$ cat config.mk
export PLATFORM = sky130hd
export DESIGN_NAME = ntv_stack
export DESIGN_NICKNAME = d
export VERILOG_FILES = /design/src/rtl/ntv_pkg.sv /design/src/rtl/ntv_cell.sv /design/src/rtl/ntv_stack.sv
export SDC_FILE = /design/constraint.sdc
export NUM_CORES = 2
export LEC_CHECK = 0
export ABC_AREA = 1
export BUFFER_PORTS_ARGS = -buffer_cell sky130_fd_sc_hd__buf_2
export CAP_MARGIN = 25
export CORE_ASPECT_RATIO = 1.5
export CORE_UTILIZATION = 25
export DETAILED_ROUTE_END_ITERATION = 8
export PLACE_DENSITY = 0.38
export SYNTH_ARGS = -nofsm -noshare
export SYNTH_HDL_FRONTEND = slang
export SYNTH_SLANG_ARGS = --single-unit
$ cat constraint.sdc
create_clock -name i_clk -period 85.3 [get_ports i_clk]
set_input_delay 8.53 -clock i_clk [delete_from_list [all_inputs] [get_ports i_clk]]
set_output_delay 8.53 -clock i_clk [all_outputs]
set_load 0.05 [all_outputs]
$ cat src/rtl/ntv_pkg.sv
// ntv_pkg: beat types, parse phases, character codes and defaults for the
// nested tag validator. No dependencies.
package ntv_pkg;

    localparam int STACK_DEPTH_DEF  = 64;
    localparam int MAX_NAME_LEN_DEF = 9;
    localparam int LEN_W            = 4;   // holds a name length up to 15
    localparam int LETTER_W         = 5;   // letter code, A = 0
    localparam int PREFIX_LEN       = 7;   // "[CDATA[" after "<!"

    localparam logic [7:0] CH_LT    = 8'h3C; // '<'
    localparam logic [7:0] CH_GT    = 8'h3E; // '>'
    localparam logic [7:0] CH_SLASH = 8'h2F; // '/'
    localparam logic [7:0] CH_BANG  = 8'h21; // '!'
    localparam logic [7:0] CH_A     = 8'h41; // 'A'
    localparam logic [7:0] CH_Z     = 8'h5A; // 'Z'
    localparam logic [7:0] CH_RBR   = 8'h5D; // ']'
    localparam logic [7:0] CH_LBR   = 8'h5B; // '['

    typedef struct packed {
        logic [7:0] ch;
        logic       last;
    } t_in_beat;

    typedef struct packed {
        logic valid_res;
        logic overflow;
    } t_out_beat;

    typedef struct packed {
        logic push;
        logic pop;
    } t_stack_ctl;

    typedef enum logic [7:0] {
        PH_START        = 8'b0000_0001,
        PH_CONTENT      = 8'b0000_0010,
        PH_LT           = 8'b0000_0100,
        PH_START_NAME   = 8'b0000_1000,
        PH_END_NAME     = 8'b0001_0000,
        PH_CDATA_PREFIX = 8'b0010_0000,
        PH_CDATA_BODY   = 8'b0100_0000,
        PH_DONE         = 8'b1000_0000
    } t_phase;

    // Expected character of the CDATA prefix after "<!", by position.
    function automatic logic [7:0] cdata_char(input logic [2:0] pos);
        logic [7:0] c;
        case (pos)
            3'd0:    c = CH_LBR;
            3'd1:    c = 8'h43; // 'C'
            3'd2:    c = 8'h44; // 'D'
            3'd3:    c = 8'h41; // 'A'
            3'd4:    c = 8'h54; // 'T'
            3'd5:    c = 8'h41; // 'A'
            3'd6:    c = CH_LBR;
            default: c = 8'h00;
        endcase
        return c;
    endfunction

endpackage

$ cat src/rtl/ntv_cell.sv
// ntv_cell: one slot of the shifting name stack.
// Depends on ntv_pkg (stack control struct).
module ntv_cell #(
    parameter int W = 49
) (
    input  logic               i_clk,
    input  ntv_pkg::t_stack_ctl i_ctl,
    input  logic [W-1:0]       i_from_above,
    input  logic [W-1:0]       i_from_below,
    output logic [W-1:0]       o_entry
);
    import ntv_pkg::*;

    logic [W-1:0] r_entry;
    logic [W-1:0] n_entry;

    always_comb begin
        n_entry = r_entry;
        if (i_ctl.push) begin
            n_entry = i_from_above;
        end else if (i_ctl.pop) begin
            n_entry = i_from_below;
        end
    end

    always_ff @(posedge i_clk) begin
        r_entry <= n_entry;
    end

    assign o_entry = r_entry;

endmodule

$ cat src/rtl/ntv_stack.sv
// ntv_stack: row of ntv_cell slots; top of stack always sits in slot 0.
// Depends on ntv_pkg and ntv_cell.
module ntv_stack #(
    parameter int DEPTH = 64,
    parameter int W     = 49
) (
    input  logic               i_clk,
    input  ntv_pkg::t_stack_ctl i_ctl,
    input  logic [W-1:0]       i_push_entry,
    output logic [W-1:0]       o_top
);
    import ntv_pkg::*;

    logic [W-1:0] entries [DEPTH];

    for (genvar g = 0; g < DEPTH; g++) begin : g_cell
        logic [W-1:0] above;
        logic [W-1:0] below;
        if (g == 0) begin : g_head
            assign above = i_push_entry;
        end else begin : g_body
            assign above = entries[g-1];
        end
        if (g == DEPTH - 1) begin : g_tail
            assign below = '0;  // slot below the bottom is never read
        end else begin : g_mid
            assign below = entries[g+1];
        end
        ntv_cell #(.W(W)) u_cell (
            .i_clk        (i_clk),
            .i_ctl        (i_ctl),
            .i_from_above (above),
            .i_from_below (below),
            .o_entry      (entries[g])
        );
    end

    assign o_top = entries[0];

endmodule

==> summary.txt <==
Status
  – Outcome: completed

Floorplan
  – Die Ht: about 900 µm
  – Starting density of the core: 0.251
  – Die area: between 500000 and 600000 µm²
  – Chip width: approximately 600 µm
  – Core footprint: between 500000 and 600000 µm²
  – I/O pins: ~100
  – Cell row count: 329

Clock network
  – Clk_lat worst skew: a little under 1000 ps
  – Max clock buf depth: 4
  – CTS sink cnt: between 3k and 4k
  – Total CTS buffers: between 300 and 400
  – Clock root cell: clkbuf_16
  – # resized after CTS: 0
  – Clock-pin slew on the worst setup and hold paths: around 60 ps
  – # Post-CTS Setup Buffers: 0
  – Clock H-tree levels: 5
  – TritonCTS clock tree: done
  – Hold bufs inserted after CTS: 0

Power
  – PwrDens: between 20 and 30 nW/µm²
  – Sw Share: 0.251
  – Lkg Pwr: 66.6 nW
  – Clock group share of total power: 0.380
  – Share of power burned in registers: 0.542
  – Sw Pwr: slightly below 1 mW
  – Peak VDD IR: 0.0154 mV
  – Tot Pwr: 3.86 mW
  – Internal: between 2 and 3 mW
  – Comb pwr share: 0.078

Route
  – Via count: 85.9k
  – DRT antenna net count: 0
  – Via density: about 4.2
  – Residual DRC: 0
  – Drt first pass iters: 5
  – Wirelength per Cell: roughly 14 µm
  – Initial drt markers: between 5k and 6k
  – Final WL: 278000 µm

Critical path
  – Cells on worst reg2reg path: 2
  – FF-to-FF setup slack: 84260 ps
  – Worst setup SP type: primary input
  – WP data required: about 86000 ps
  – Critical R2R Launch: g_cell[0].u_cell.o_entry[45]
  – Worst setup EP type: flip-flop
  – Crit-path max FO: approximately 150
  – FF-to-FF End: g_cell[1].u_cell.o_entry[45]
  – CP arrival: between 15000 and 20000 ps
  – Worst setup path category: in -> reg

Global routing
  – Remaining global-route overflow: 0
  – First-pass GRT wire length: 466000 µm
  – Vias in the first global route: 91.2k
  – Largest net degree at the start of global routing: roughly 230
  – Initial antenna violation count: 14
  – GRT Overall Usage: 0.100

Yosys
  – Post-Syn Area per Cell: 10.2 µm²
  – Post-Syn Area: 134000 µm²
  – Post-synth top area share: 0.701
  – Number of synthesized flops with an enable pin: 3136
  – Yosys warnings: 0
  – Syn_nets: approximately 13k
  – Main synth FF type: edfxtp_1
  – Commonest cells post-synth: 9310 x nand2_1, 3136 x edfxtp_1, 373 x buf_2
  – Most common cell in the netlist: nand2_1
  – Sequential fraction of the synthesis area: 0.701
  – Top cells by area, synth: edfxtp_1 70%, nand2_1 26%, buf_6 1.9%, buf_2 1.4%, buf_4 0.39%
  – FF+latch count, synth: between 3k and 4k
  – Synth area leader: edfxtp_1
  – Post-Syn Instances: 13.2k
  – Synth cell types: 10
  – Asr flop ratio synth: 0

Placement
  – Placer Congestion: ~0.7
  – Dpl cell area: between 100000 and 150000 µm²
  – PortBufs: 100
  – Inst Count DP: roughly 20k
  – Dpl ws: just under 70000 ps
  – Hpwl dp: between 100000 and 150000 µm

Worst hold path
  – Hold path depth: 2
  – Hold path start: g_cell[63].u_cell.o_entry[1]
  – Worst Hold Path EP: g_cell[62].u_cell.o_entry[1]
  – HP Class: reg -> reg

Timing
  – Setup TNS: 0 ps
  – Worst-case clock skew: ~55 ps
  – Final hold violation count: 0
  – Slew HR: 0.246
  – Crit path time final: 14610 ps
  – Max-slew violations: 0
  – Hold WS: between 500 and 600 ps
  – Final setup viols: 0
  – Min setup slack post-route: just over 70000 ps
  – Tightest Pin Transition: about 1100 ps
  – Period Utilization, post-route: 0.171
  – RSZ-0062 raised after global routing: false
  – F_max: between 60 and 70 MHz

Cells and area
  – Nets: about 13k
  – Fin util: 0.282
  – Synth-to-Final Area Change: 12.2%
  – Cell area after layout: about 150000 µm²
  – Max reg flops: 3136
  – Layout Cells excl Fill: just over 20k
  – Ratio of cells with drive above 1 in the final layout: 0.0510
  – FILL cells: 57.7k

Run
  – Max-cap violations: 0
==> critical path, cell delays in order <==
cell and delay (ps):
buf_12 290, or2_4 650, buf_12 630, buf_4 660, buf_4 660, buf_4 650
buf_4 780, buf_4 800, buf_4 890
==> worst max path at each step <==
stage	start	end	slack [ps]	cells after the start
floorplan	i_ctl[1]	g_cell[0].u_cell.o_entry[0]	37120	4
global placement	i_ctl[1]	g_cell[59].u_cell.o_entry[44]	69520	9
detailed placement	i_ctl[1]	g_cell[46].u_cell.o_entry[45]	69550	9
CTS	i_ctl[1]	g_cell[20].u_cell.o_entry[44]	70610	9
global route	i_ctl[1]	g_cell[44].u_cell.o_entry[45]	70260	9
finish	i_ctl[1]	g_cell[44].u_cell.o_entry[45]	70690	9
==> per-layer routing <==
layer	GRT usage	share of wire	routed length, µm	up-vias
met5	0	0.000047	13	-
met4	0.0319	0.029	8140	2
met3	0.0154	0.032	8860	386
met2	0.176	0.48	134000	763
met1	0.127	0.46	127000	42600
li1	-	-	-	42200
==> cell type report <==
type                            count  area (µm²)  share of cell area
Antenna cell                       11        27.5            0.000183
Sequential cell                  3136       94200               0.625
Multi-Input combinational cell   9311       35000               0.232
Clock buffer                      435        9140              0.0606
Timing Repair Buffer              220        1770              0.0118
Clock inverter                    185        1580              0.0105
Tap cell                         7116        8900              0.0591
Inverter                           50         204             0.00135
==> placed cells by master (no fill, tap or decap) <==
| cell | count |
|---|---|
| buf_12 | 15 |
| buf_16 | 9 |
| buf_2 | 99 |
| buf_4 | 97 |
| bufinv_16 | 19 |
| clkbuf_1 | 82 |
| clkbuf_16 | 353 |
| clkinv_1 | 80 |
| clkinv_16 | 4 |
| clkinv_2 | 56 |
| clkinv_8 | 5 |
| clkinvlp_4 | 6 |
| diode_2 | 11 |
| edfxtp_1 | 3136 |
| inv_1 | 49 |
| inv_16 | 5 |
| inv_6 | 10 |
| inv_8 | 1 |
| nand2_1 | 9310 |
| or2_4 | 1 |
==> cell families (layout without fill, tap and decap cells) <==
kind of cell | after synthesis | in the layout | synth area share
flops | 3136 | 3136 | 0.701
simple gates | 9311 | 9311 | 0.260
other cells | 0 | 11 | 0
buf+inv | 741 | 890 | 0.0388
==> power groups by stage <==
stage	Clock (mW)	Sequential, mW	Combinational [mW]
floorplan	0	2.20	0.241
global placement	0	2.13	0.306
detailed placement	0	2.13	0.310
CTS	1.55	2.10	0.311
global route	1.59	2.12	0.359
finish	1.47	2.09	0.300
(Power assumes the default switching activity.)
